==> src/sv/hlst_pkg.sv <==
// ----------------------------------------------------------------------------
// hlst_pkg: shared types and constants for the hashed label slot table
// Channel layouts, hash shift amounts, command codes and the command/status
// bundles that pass between controller and datapath.
// ----------------------------------------------------------------------------
package hlst_pkg;

   localparam int HashBits    = 32;
   localparam int KeyCharBits = 7;
   localparam int ValueBits   = 16;
   localparam int KindBits    = 2;
   localparam int CharsBits   = 6;

   // stream payload widths, padded to whole bytes
   localparam int ReqDataBits = 24;
   localparam int RspDataBits = 24;

   // one-at-a-time mixing and finalization shifts
   localparam int MixShiftA = 10;
   localparam int MixShiftB = 6;
   localparam int FinShiftA = 3;
   localparam int FinShiftB = 11;
   localparam int FinShiftC = 15;

   typedef enum logic [KindBits-1:0] {
      KIND_ADD    = 2'd0,
      KIND_LOOKUP = 2'd1,
      KIND_UPDATE = 2'd2,
      KIND_CLEAR  = 2'd3
   } kind_type;

   typedef struct packed {
      logic take_item;   // item accepted this cycle
      logic fin_load;    // finalize hash, start slot reduction
      logic mem_read;    // read the slot entry
      logic exec;        // run the command, load the result register
      logic sweep_step;  // clear one slot entry
   } cmd_type;

   typedef struct packed {
      logic mod_busy;    // slot reduction still running
      logic sweep_last;  // sweep is at the final slot
      logic cmd_clear;   // latched command is clear table
   } status_type;

endpackage

==> src/sv/hlst_ctrl.sv <==
// ----------------------------------------------------------------------------
// hlst_ctrl: command sequencer
// Walks each last item through finalize, reduce, read and execute, and runs
// the slot clearing sweep after reset and after a clear command.
// ----------------------------------------------------------------------------
module hlst_ctrl (
   input  logic                clock,
   input  logic                reset,
   input  logic                req_tvalid,
   input  logic                req_tlast,
   output logic                req_tready,
   output logic                rsp_tvalid,
   input  logic                rsp_tready,
   input  hlst_pkg::status_type status,
   output hlst_pkg::cmd_type   cmd
);
   import hlst_pkg::*;

   typedef enum logic [2:0] {
      ST_SWEEP,
      ST_IDLE,
      ST_FINISH,
      ST_DIVIDE,
      ST_EXEC
   } state_type;

   state_type state_ff;
   state_type state_in;
   logic      rsp_valid_ff;
   logic      rsp_valid_in;
   logic      out_free;

   assign out_free   = !rsp_valid_ff || rsp_tready;
   assign req_tready = (state_ff == ST_IDLE);
   assign rsp_tvalid = rsp_valid_ff;

   always_comb begin
      cmd.take_item  = req_tvalid && (state_ff == ST_IDLE);
      cmd.fin_load   = (state_ff == ST_FINISH);
      cmd.mem_read   = (state_ff == ST_DIVIDE) && !status.mod_busy;
      cmd.exec       = (state_ff == ST_EXEC) && out_free;
      cmd.sweep_step = (state_ff == ST_SWEEP);
   end

   always_comb begin
      state_in = state_ff;
      case (state_ff)
         ST_SWEEP: begin
            if (status.sweep_last) state_in = ST_IDLE;
         end
         ST_IDLE: begin
            if (req_tvalid && req_tlast) state_in = ST_FINISH;
         end
         ST_FINISH: begin
            state_in = ST_DIVIDE;
         end
         ST_DIVIDE: begin
            if (!status.mod_busy) state_in = ST_EXEC;
         end
         ST_EXEC: begin
            if (out_free) state_in = status.cmd_clear ? ST_SWEEP : ST_IDLE;
         end
         default: begin
            state_in = ST_IDLE;
         end
      endcase
   end

   always_comb begin
      rsp_valid_in = rsp_valid_ff;
      if (cmd.exec) begin
         rsp_valid_in = 1'b1;
      end else if (rsp_tready) begin
         rsp_valid_in = 1'b0;
      end
   end

   always_ff @(posedge clock) begin
      if (reset) begin
         state_ff     <= ST_SWEEP;
         rsp_valid_ff <= 1'b0;
      end else begin
         state_ff     <= state_in;
         rsp_valid_ff <= rsp_valid_in;
      end
   end

endmodule

==> src/sv/hlst_datapath.sv <==
// ----------------------------------------------------------------------------
// hlst_datapath: hash, slot reduction, slot memory and result register
// Accumulates the key hash, reduces the finalized hash to a slot index by a
// reciprocal multiplication (or by its low bits for a power-of-two slot
// count), and holds the occupied flag and value of each slot.
// ----------------------------------------------------------------------------
module hlst_datapath #(
   parameter int TABLE_SLOTS = 256,
   parameter int KEY_LIMIT   = 60
) (
   input  logic                                clock,
   input  logic                                reset,
   input  logic [hlst_pkg::ReqDataBits-1:0]    req_tdata,
   input  logic                                req_tlast,
   input  logic [hlst_pkg::KindBits-1:0]       req_tuser,
   output logic [hlst_pkg::RspDataBits-1:0]    rsp_tdata,
   input  hlst_pkg::cmd_type                   cmd,
   output hlst_pkg::status_type                status
);
   import hlst_pkg::*;

   localparam int  SlotBits  = $clog2(TABLE_SLOTS);
   localparam int  OccBits   = $clog2(TABLE_SLOTS + 1);
   localparam int  ProdBits  = 2 * HashBits;
   localparam int  MemBits   = ValueBits + 1;
   localparam int  PadBits   = RspDataBits - ValueBits - 2;
   localparam bit  IsPow2    = (TABLE_SLOTS & (TABLE_SLOTS - 1)) == 0;
   localparam logic [SlotBits:0]   SlotsWide = (SlotBits + 1)'(TABLE_SLOTS);
   localparam logic [SlotBits-1:0] LastSlot  = SlotBits'(TABLE_SLOTS - 1);
   localparam logic [CharsBits-1:0] KeyLimit = CharsBits'(KEY_LIMIT);
   // floor(2^32 / slots): the quotient estimate is low by at most one
   localparam logic [HashBits-1:0] Recip    =
      HashBits'((64'd1 << HashBits) / TABLE_SLOTS);
   localparam logic [HashBits-1:0] SlotsMul = HashBits'(TABLE_SLOTS);
   localparam logic [1:0]          ModSteps = IsPow2 ? 2'd0 : 2'd3;

   // key hash
   logic [HashBits-1:0]    hash_ff, hash_in;
   logic [CharsBits-1:0]   chars_ff, chars_in;
   logic                   stopped_ff, stopped_in;
   logic [KeyCharBits-1:0] key_char;
   logic [HashBits-1:0]    mix_a, mix_b, mix_c;
   logic [HashBits-1:0]    fin_a, fin_b, fin_c;

   // latched command
   kind_type               kind_ff;
   logic [ValueBits-1:0]   value_ff;

   // slot reduction
   logic [HashBits-1:0]    fin_ff;
   logic [ProdBits-1:0]    recip_prod;
   logic [HashBits-1:0]    quo_ff;
   logic [HashBits-1:0]    quo_mul;
   logic [HashBits-1:0]    part_full;
   logic [SlotBits:0]      part_ff;
   logic [SlotBits-1:0]    rem_ff;
   logic [1:0]             steps_ff;
   logic [SlotBits-1:0]    slot_idx;

   // slot memory
   logic [MemBits-1:0]     slot_mem [TABLE_SLOTS];
   logic [MemBits-1:0]     rd_ff;
   logic                   mem_we;
   logic [SlotBits-1:0]    mem_wa;
   logic [MemBits-1:0]     mem_wd;
   logic [SlotBits-1:0]    sweep_ff;
   logic                   occ;

   // occupancy count and result
   logic [OccBits-1:0]     count_ff, count_in;
   logic                   ok_in;
   logic [ValueBits-1:0]   rdval_in;
   logic                   ok_ff;
   logic [ValueBits-1:0]   rdval_ff;
   logic                   empty_ff;

   assign key_char = req_tdata[KeyCharBits-1:0];

   // one character of mixing
   always_comb begin
      mix_a = hash_ff + HashBits'(key_char);
      mix_b = mix_a + (mix_a << MixShiftA);
      mix_c = mix_b ^ (mix_b >> MixShiftB);
   end

   // finalization
   always_comb begin
      fin_a = hash_ff + (hash_ff << FinShiftA);
      fin_b = fin_a ^ (fin_a >> FinShiftB);
      fin_c = fin_b + (fin_b << FinShiftC);
   end

   always_comb begin
      hash_in    = hash_ff;
      chars_in   = chars_ff;
      stopped_in = stopped_ff;
      if (cmd.fin_load) begin
         hash_in    = '0;
         chars_in   = '0;
         stopped_in = 1'b0;
      end else if (cmd.take_item && !stopped_ff && (chars_ff < KeyLimit)) begin
         if (key_char == '0) begin
            stopped_in = 1'b1;
         end else begin
            hash_in  = mix_c;
            chars_in = chars_ff + 1'b1;
         end
      end
   end

   always_ff @(posedge clock) begin
      if (reset) begin
         hash_ff    <= '0;
         chars_ff   <= '0;
         stopped_ff <= 1'b0;
      end else begin
         hash_ff    <= hash_in;
         chars_ff   <= chars_in;
         stopped_ff <= stopped_in;
      end
   end

   // hold the command and value of the last item
   always_ff @(posedge clock) begin
      if (cmd.take_item && req_tlast) begin
         kind_ff  <= kind_type'(req_tuser);
         value_ff <= req_tdata[KeyCharBits +: ValueBits];
      end
   end

   // reduction: estimate the quotient, subtract its multiple, then one
   // compare and subtract brings the remainder below the slot count
   assign recip_prod = ProdBits'(fin_ff) * ProdBits'(Recip);
   assign quo_mul    = quo_ff * SlotsMul;
   assign part_full  = fin_ff - quo_mul;
   assign slot_idx   = IsPow2 ? fin_ff[SlotBits-1:0] : rem_ff;

   always_ff @(posedge clock) begin
      if (cmd.fin_load) fin_ff <= fin_c;
   end

   always_ff @(posedge clock) begin
      quo_ff  <= recip_prod[ProdBits-1:HashBits];
      part_ff <= part_full[SlotBits:0];
      rem_ff  <= (part_ff >= SlotsWide) ? SlotBits'(part_ff - SlotsWide)
                                        : part_ff[SlotBits-1:0];
   end

   always_ff @(posedge clock) begin
      if (reset) begin
         steps_ff <= '0;
      end else if (cmd.fin_load) begin
         steps_ff <= ModSteps;
      end else if (steps_ff != '0) begin
         steps_ff <= steps_ff - 1'b1;
      end
   end

   // slot memory: occupied flag on top of the stored value
   assign occ = rd_ff[MemBits-1];

   always_comb begin
      mem_we = cmd.sweep_step;
      mem_wa = sweep_ff;
      mem_wd = '0;
      if (!cmd.sweep_step && cmd.exec) begin
         mem_wa = slot_idx;
         mem_wd = {1'b1, value_ff};
         case (kind_ff)
            KIND_ADD:    mem_we = !occ;
            KIND_UPDATE: mem_we = occ;
            default:     mem_we = 1'b0;
         endcase
      end
   end

   always_ff @(posedge clock) begin
      if (mem_we) slot_mem[mem_wa] <= mem_wd;
   end

   always_ff @(posedge clock) begin
      if (cmd.mem_read) rd_ff <= slot_mem[slot_idx];
   end

   always_ff @(posedge clock) begin
      if (reset) begin
         sweep_ff <= '0;
      end else if (cmd.sweep_step) begin
         sweep_ff <= (sweep_ff == LastSlot) ? '0 : sweep_ff + 1'b1;
      end
   end

   // command execution
   always_comb begin
      count_in = count_ff;
      ok_in    = 1'b0;
      rdval_in = '0;
      case (kind_ff)
         KIND_ADD: begin
            if (!occ) begin
               ok_in    = 1'b1;
               count_in = count_ff + 1'b1;
            end
         end
         KIND_LOOKUP: begin
            if (occ) begin
               ok_in    = 1'b1;
               rdval_in = rd_ff[ValueBits-1:0];
            end
         end
         KIND_UPDATE: begin
            ok_in = 1'b1;
         end
         default: begin
            ok_in    = 1'b1;
            count_in = '0;
         end
      endcase
   end

   always_ff @(posedge clock) begin
      if (reset) begin
         count_ff <= '0;
      end else if (cmd.exec) begin
         count_ff <= count_in;
      end
   end

   always_ff @(posedge clock) begin
      if (cmd.exec) begin
         ok_ff    <= ok_in;
         rdval_ff <= rdval_in;
         empty_ff <= (count_in == '0);
      end
   end

   assign rsp_tdata = {{PadBits{1'b0}}, empty_ff, rdval_ff, ok_ff};

   always_comb begin
      status.mod_busy   = (steps_ff != '0);
      status.sweep_last = (sweep_ff == LastSlot);
      status.cmd_clear  = (kind_ff == KIND_CLEAR);
   end

endmodule

==> src/sv/hashed_label_slot_table_unit.sv <==
// ----------------------------------------------------------------------------
// hashed_label_slot_table_unit: direct-mapped value table keyed by a hash
// Each request item carries one key character; the item with req_tlast runs
// the command in req_tuser on the slot picked by the key's hash and returns
// one response item (success, value read, table empty).
//
// Channels: req_* takes key characters, rsp_* returns results. Items that are
// not last are taken one per cycle while no command or sweep is running and
// give no response. For the last item of a key, the 32-bit hash is reduced
// modulo the slot count by a reciprocal multiply, or by taking its low bits
// when TABLE_SLOTS is a power of two; the slot is then read and the command
// executed into the response. A clear command adds a sweep over every slot
// of the slot memory after its response, during which req_tready stays low.
// Reset: synchronous; the same sweep over every slot runs after reset
// before the first item is taken.
// Stall: a response held by rsp_tready low keeps its item; key characters
// keep flowing, and the next command waits until the result register frees.
// ----------------------------------------------------------------------------
module hashed_label_slot_table_unit #(
   parameter int TABLE_SLOTS = 256,
   parameter int KEY_LIMIT   = 60
) (
   input  logic                             clock,
   input  logic                             reset,
   // request: tdata = key_char[6:0], new_value[22:7]; tuser = kind[1:0]
   input  logic                             req_tvalid,
   output logic                             req_tready,
   input  logic [hlst_pkg::ReqDataBits-1:0] req_tdata,
   input  logic                             req_tlast,
   input  logic [hlst_pkg::KindBits-1:0]    req_tuser,
   // response: tdata = success[0], read_value[16:1], table_empty[17]
   output logic                             rsp_tvalid,
   input  logic                             rsp_tready,
   output logic [hlst_pkg::RspDataBits-1:0] rsp_tdata
);
   import hlst_pkg::*;

   cmd_type    cmd;
   status_type status;

   // sequencer: accept, finalize, reduce, read, execute, sweep
   hlst_ctrl u_ctrl (
      .clock      (clock),
      .reset      (reset),
      .req_tvalid (req_tvalid),
      .req_tlast  (req_tlast),
      .req_tready (req_tready),
      .rsp_tvalid (rsp_tvalid),
      .rsp_tready (rsp_tready),
      .status     (status),
      .cmd        (cmd)
   );

   // hash, reduction, slot memory, result register
   hlst_datapath #(
      .TABLE_SLOTS (TABLE_SLOTS),
      .KEY_LIMIT   (KEY_LIMIT)
   ) u_datapath (
      .clock     (clock),
      .reset     (reset),
      .req_tdata (req_tdata),
      .req_tlast (req_tlast),
      .req_tuser (req_tuser),
      .rsp_tdata (rsp_tdata),
      .cmd       (cmd),
      .status    (status)
   );

endmodule

==> config.mk <==
export PLATFORM = sky130hd
export DESIGN_NAME = hashed_label_slot_table_unit
export DESIGN_NICKNAME = d
export VERILOG_FILES = /design/src/sv/hlst_pkg.sv /design/src/sv/hlst_ctrl.sv /design/src/sv/hlst_datapath.sv /design/src/sv/hashed_label_slot_table_unit.sv
export SDC_FILE = /design/constraint.sdc
export NUM_CORES = 2
export LEC_CHECK = 0
export ABC_AREA = 1
export ABC_CLOCK_PERIOD_IN_PS = 12400
export BUFFER_PORTS_ARGS = -buffer_cell sky130_fd_sc_hd__buf_4
export CAP_MARGIN = 5
export CORE_MARGIN = 5
export CORE_UTILIZATION = 30
export CTS_BUF_LIST = sky130_fd_sc_hd__clkbuf_8
export DETAILED_ROUTE_END_ITERATION = 6
export PLACE_DENSITY_LB_ADDON = 0.15
export SYNTH_ARGS = -nofsm -noshare
export SYNTH_HDL_FRONTEND = slang
export SYNTH_MEMORY_MAX_BITS = 65536
export SYNTH_SLANG_ARGS = --single-unit
==> constraint.sdc <==
create_clock -name clock -period 12.4 [get_ports clock]
set_input_delay 2.48 -clock clock [delete_from_list [all_inputs] [get_ports clock]]
set_output_delay 2.48 -clock clock [all_outputs]
set_load 0.01 [all_outputs]
-- Yosys cells after proc, flatten, opt, wreduce, memory -nomap -nowiden
Memory sizes are Yosys's and may differ from the RTL's. A register that Yosys moved wholly into a read port is not among the register bits.
Cells that the tools add are included.
- register bits after elaboration: 106
- RAM bits: 4352
- input port bits: 31
- output and inout port bits: 26
- word-level logic and storage cells: 85
- memories kept: 1
- memories (name ; depth ; bits a word ; rd ports ; clocked after Yosys merged registers in ; wr ports ; line ; source):
    u_datapath.slot_mem ; 256 ; 17 ; 1 ; 1 ; 1 ; hlst_datapath.sv:61 ; logic [MemBits-1:0] slot_mem [TABLE_SLOTS];
- add/sub/neg operators: 8
- $lt $le $gt $ge: 1
- equality and inequality tests: 12
- muxes and demuxes: 20
- bitwise gates (word level): 3
- reductions and logical operators: 26
- operators by type and width (cell ; count):
    adder 32 bit ; 1
    adder 32 x 7 -> 32 bit ; 1
    XOR 32 x 26 -> 32 bit ; 1
    adder 19 bit ; 1
    one-hot mux 9 bit (2 select lines) ; 1
    2-to-1 mux 17 bit ; 1
    adder 8 x 1 -> 8 bit, second input constant ; 2
    2-to-1 mux 8 bit ; 2
    one-hot mux 3 bit (5 select lines) ; 1
    2-to-1 mux 3 bit ; 4
    adder 9 x 1 -> 9 bit, second input constant ; 1
    logical NOT 9 bit ; 1
    2-to-1 mux 9 bit ; 1
    == test 8 bit, second input constant ; 1
    logical AND 1 bit ; 8
    2-to-1 mux 1 bit ; 8
    XOR 8 bit ; 1
    logical NOT 7 bit ; 1
    adder 6 x 1 -> 6 bit, second input constant ; 1
    == test 3 x 2 -> 1 bit, second input constant ; 2
    less-than comparator 6 bit, second input constant ; 1
    AND reduction 2 bit ; 3
    logical NOT 1 bit ; 5
    == test 2 bit, second input constant ; 2
    14 further kinds ; 19

-- Logic depth before layout (Yosys ltp)
- depth after elaboration: 7
- depth in mapped cells: 31
- mapped depth without buffers: 31

-- Hierarchy
Synthesis repeated with hierarchy kept, for this count alone.
- cells, all modules: 14759
- area, all modules: 180845.9 µm²
- modules (own cells, without submodules) (module ; instances ; cells an instance ; area an instance (µm²) ; seq. area each (µm²)):
    hlst_datapath ; 1 ; 14707 ; 180540.7 ; 133678.2
    hlst_ctrl ; 1 ; 52 ; 305.3 ; 80.1

-- Least setup slack after synthesis
Ideal clock, no wire load.
- kind: in2reg
- from: in rsp_tready
- to: mem u_datapath.slot_mem[0][0] in the netlist's numbering, data pin
- library setup time: 1393 ps
- arrival time: 9003 ps
- data required time: 11007 ps
- slack: 2004 ps
- cell stages on the path: 6
- buffers on the path: 2
- path through: nor2_2 nor2_8 inv_4 buf_6 clkbuf_1 nor2_1
- longest elaborated chain between the ends: 4
- RTL lines (what ; line ; source):
    start, declared ; hashed_label_slot_table_unit.sv:33 ; input logic rsp_tready,
    logical OR 1 bit ; hlst_ctrl.sv:33 ; assign out_free = !rsp_valid_ff || rsp_tready;
    logical AND 1 bit ; hlst_ctrl.sv:41 ; cmd.exec = (state_ff == ST_EXEC) && out_free;
    logical AND 1 bit ; hlst_datapath.sv:166 ; if (!cmd.sweep_step && cmd.exec) begin
    2-to-1 mux 17 bit ; hlst_datapath.sv:166 ;
    net u_datapath.mem_wd[0] ; hlst_datapath.sv:65 ; logic [MemBits-1:0] mem_wd;
    end, declared ; hlst_datapath.sv:61 ;
The timed path passes the listed nets, and every way through them passes these cells.

-- Worst setup path after layout
- from: in rsp_tready
- to: mem u_datapath.slot_mem[106][4] in the netlist's numbering, enable pin
- longest elaborated chain between the ends: 6
- elaborated cells on any way between the ends: 7
- classes of those cells: mux (4); reduce/logical (3)
- RTL lines (what ; line ; source):
    logical OR 1 bit (*) ; hlst_ctrl.sv:33 ;
    logical AND 1 bit (*) ; hlst_ctrl.sv:41 ;
    logical AND 1 bit (*) ; hlst_datapath.sv:166 ;
    2-to-1 mux 1 bit ; hlst_datapath.sv:166 ;
    2-to-1 mux 1 bit ; hlst_datapath.sv:178 ; if (mem_we) slot_mem[mem_wa] <= mem_wd;
    2-to-1 mux 1 bit (implied by the code) ; hlst_datapath.sv:178 ;
Mark *: on every way between the ends. The rest lies on a longest branch, timed or not.

==> flow_metrics.tcl <==
set metrics [dict create \
    status "complete, but fails checks" \
    violations "slew limit" \
    power_density_nw_per_um2 141 \
    initial_core_util_pct 30.1 \
    hold_slack_ns 0.454 \
    grt_max_degree 197 \
    synthFlopType "edfxtp_1" \
    rrSetupSlack_ns 6.86 \
    htreeDepth 6 \
    yosysMostFrequentCell "edfxtp_1" \
    p_total_mw 28.7 \
    portBuffers 49 \
    die_x_um 785 \
    min_path_cells 2 \
    maxCapViolCount 0 \
    cts_made_buffers 768 \
    post_drt_wl_per_cell_um 25.5 \
    drtPass1Iterations 6 \
    required_ns 13.27 \
    synth_cell_types 48 \
    grt_pass1_vias 112632 \
    synth_seq_cells 4475 \
    ant_nets 0 \
    dp_hpwl_um 326000 \
    stdcell_area_um2 204000 \
    skew_ns 0.0557 \
    fmax_mhz 173 \
    crit_arrival_ns 6.65 \
    async_flop_share_pct 0 \
    synth_area_leader_cell "edfxtp_1" \
    yosysWarnings 0 \
    synthTopCellsByCount "edfxtp_1, nor2_1, o21ai_0" \
    clk_latency_ns 1.30 \
    crit_type "in2reg" \
    r2r_end "u_datapath.rd_ff[16]$_DFFE_PP_" \
    p_leak_nw 68.7 \
    utilization_pct 34.1 \
    fin_crit_sh_pct 46.6 \
    slew_headroom_pct -3.16 \
    hp-start "u_datapath.chars_ff[5]$_SDFFE_PP0P_" \
    totalWireLength_um 597000 \
    core-area_um2 599000 \
    start_kind "primary input" \
    syn-cell-area_um2 180000 \
    antenna_found_initial 26 \
    die_h_um 785 \
    min_to "u_datapath.chars_ff[5]$_SDFFE_PP0P_" \
    synth_edf_count 4413 \
    nFillCells 59629 \
    fin_tns_setup_ns 0 \
    cts_resized 0 \
    setup_violations 0 \
    cts.sinks 4475 \
    drc_errors 0 \
    grt_pass1_wl_um 844000 \
    vias_per_cell 5.01 \
    final_layout_size_suffix_gt1_share_pct 10.2 \
    slew_violations 28 \
    end_kind "flop" \
    synth.top_cell.area_share_pct 73.5 \
    ir_drop_v 0.000100 \
    final_nets 14889 \
    vias 117374 \
    dieArea_um2 617000 \
    post-route-min-period_ns 5.78 \
    io_pins 57 \
    areaGrowthSynthToFinish_pct 13.2 \
    cts_tree "built" \
    grt_overflow_total 0 \
    crit-reg2reg-launch "u_datapath.fin_ff[0]$_DFFE_PP_" \
    root_buffer "clkbuf_8" \
    r2r_cells 15 \
    num_rows 284 \
    gp_congestion 0.806 \
    gr-usage-all-layers_pct 18.6 \
    cts.clk_slew.worst_paths_ns 0.06 \
    post-cts-setup-buffers 0 \
    cts_buffer_depth 4 \
    crit_fanout 36 \
    worstHoldPathType "reg2reg" \
    worst-slew-pin-transition_ns 1.55 \
    finalHoldViolations 0 \
    ys_seq_area_share_pct 74.1 \
    syn_avg_cell_area_um2 12.3 \
    synth.area.top_cells "edfxtp_1, o21ai_0, nor2_1" \
    syn_inst 14639 \
    rsz0062_at_grt "no" \
    dr.first_iter.drc_count 10522 \
    crit_start "rsp_tready" \
    ctsHoldBuffers 0 \
    placed_area_um2 191000 \
]
## worst max-delay path by stage
| stage | slack, ns | end | depth (start not counted) |
|---|---|---|---|
| 2_1_floorplan | 2.00 | u_datapath.slot_mem[0][0]$_DFFE_PP_ | 6 |
| 3_3_place_gp | 5.27 | u_datapath.slot_mem[73][7]$_DFFE_PP_ | 8 |
| 3_5_place_dp | 5.23 | u_datapath.slot_mem[73][6]$_DFFE_PP_ | 10 |
| 4_1_cts | 6.69 | u_datapath.slot_mem[73][6]$_DFFE_PP_ | 10 |
| 5_1_grt | 6.49 | u_datapath.slot_mem[41][12]$_DFFE_PP_ | 13 |
| 6_report | 6.62 | u_datapath.slot_mem[106][4]$_DFFE_PP_ | 11 |
## critical path, cell delays in order
cell and delay (ns):
buf_4 0.11, nor2_2 0.43, nor2_8 0.08, inv_4 0.64
o21ai_0 0.36, nor2_1 0.18, inv_1 0.10, nor2_1 0.17
nand2_2 0.49, buf_4 0.51, nor2_2 0.98
## cells by family after synthesis
logic type	share of synthesized area [%]
and+or+nand+nor	12.6
DFF	74.1
AOI/OAI and AO/OA	9.49
buffers and inverters	3.06
xor gates and xnor gates	0.354
adders and majority gates	0.387
other	0.00208
## final cells by class
class | instances | area, µm² | area share (%)
Antenna cell | 15 | 37.5 | 0.0184
Clock buffer | 784 | 10800 | 5.28
Clock inverter | 573 | 2760 | 1.35
Inverter | 352 | 1360 | 0.666
Multi-Input combinational cell | 8799 | 41900 | 20.5
Sequential cell | 4475 | 134000 | 65.5
Tap cell | 8008 | 10000 | 4.91
Timing Repair Buffer | 408 | 3650 | 1.79
## placed cells by master, fill, tap and decap left out, types with 196 or more instances in the layout
cell / synthesis / layout
o21ai_0: 1941 / 1941
o22ai_1: 920 / 920
clkbuf_8: 0 / 784
nor2_1: 2274 / 2056
nand3_1: 1471 / 1471
inv_1: 336 / 622
nand2_1: 1694 / 1678
a21oi_1: 196 / 196
nor2_2: 6 / 206
buf_4: 13 / 361
edfxtp_1: 4413 / 4413
## layer usage
metal / vias to the layer above / share of wire [%] / GRT usage (%)
met5: - / 0 / 0
met4: 0 / 2.7 / 5.06
met3: 789 / 5.9 / 3.11
met2: 3370 / 45 / 29.1
met1: 59419 / 46 / 26.8
li1: 53796 / - / -
## where the power goes
| part | switching, mW | internal (mW) |
|---|---|---|
| Combinational | 0.0921 | 0.0252 |
| Clock | 6.19 | 6.04 |
| Sequential | 0.00522 | 16.4 |
| Total | 6.29 | 22.5 |
## state kept, by name, summed over array words and instances (netlist names)
name                   cells
u_datapath.slot_mem     4352
u_datapath.hash_ff        32
u_datapath.rd_ff          17
u_datapath.rdval_ff       16
u_datapath.value_ff       16
u_datapath.count_ff        9
u_datapath.fin_ff          8
u_datapath.sweep_ff        8
u_datapath.chars_ff        6
u_ctrl.state_ff            3
u_datapath.kind_ff         2
u_datapath.steps_ff        2
u_ctrl.rsp_tvalid          1
u_datapath.empty_ff        1
u_datapath.ok_ff           1
u_datapath.stopped_ff      1
## stage by stage
stage / setup WS [ns] / cells
global placement: 5.27 / 22039
detailed placement: 5.23 / 22041
finish: 6.62 / 23414
CTS: 6.69 / 23398
global route: 6.49 / 23404
floorplan: 2.00 / 14644
No activity file was read; power rests on OpenSTA's default activity.
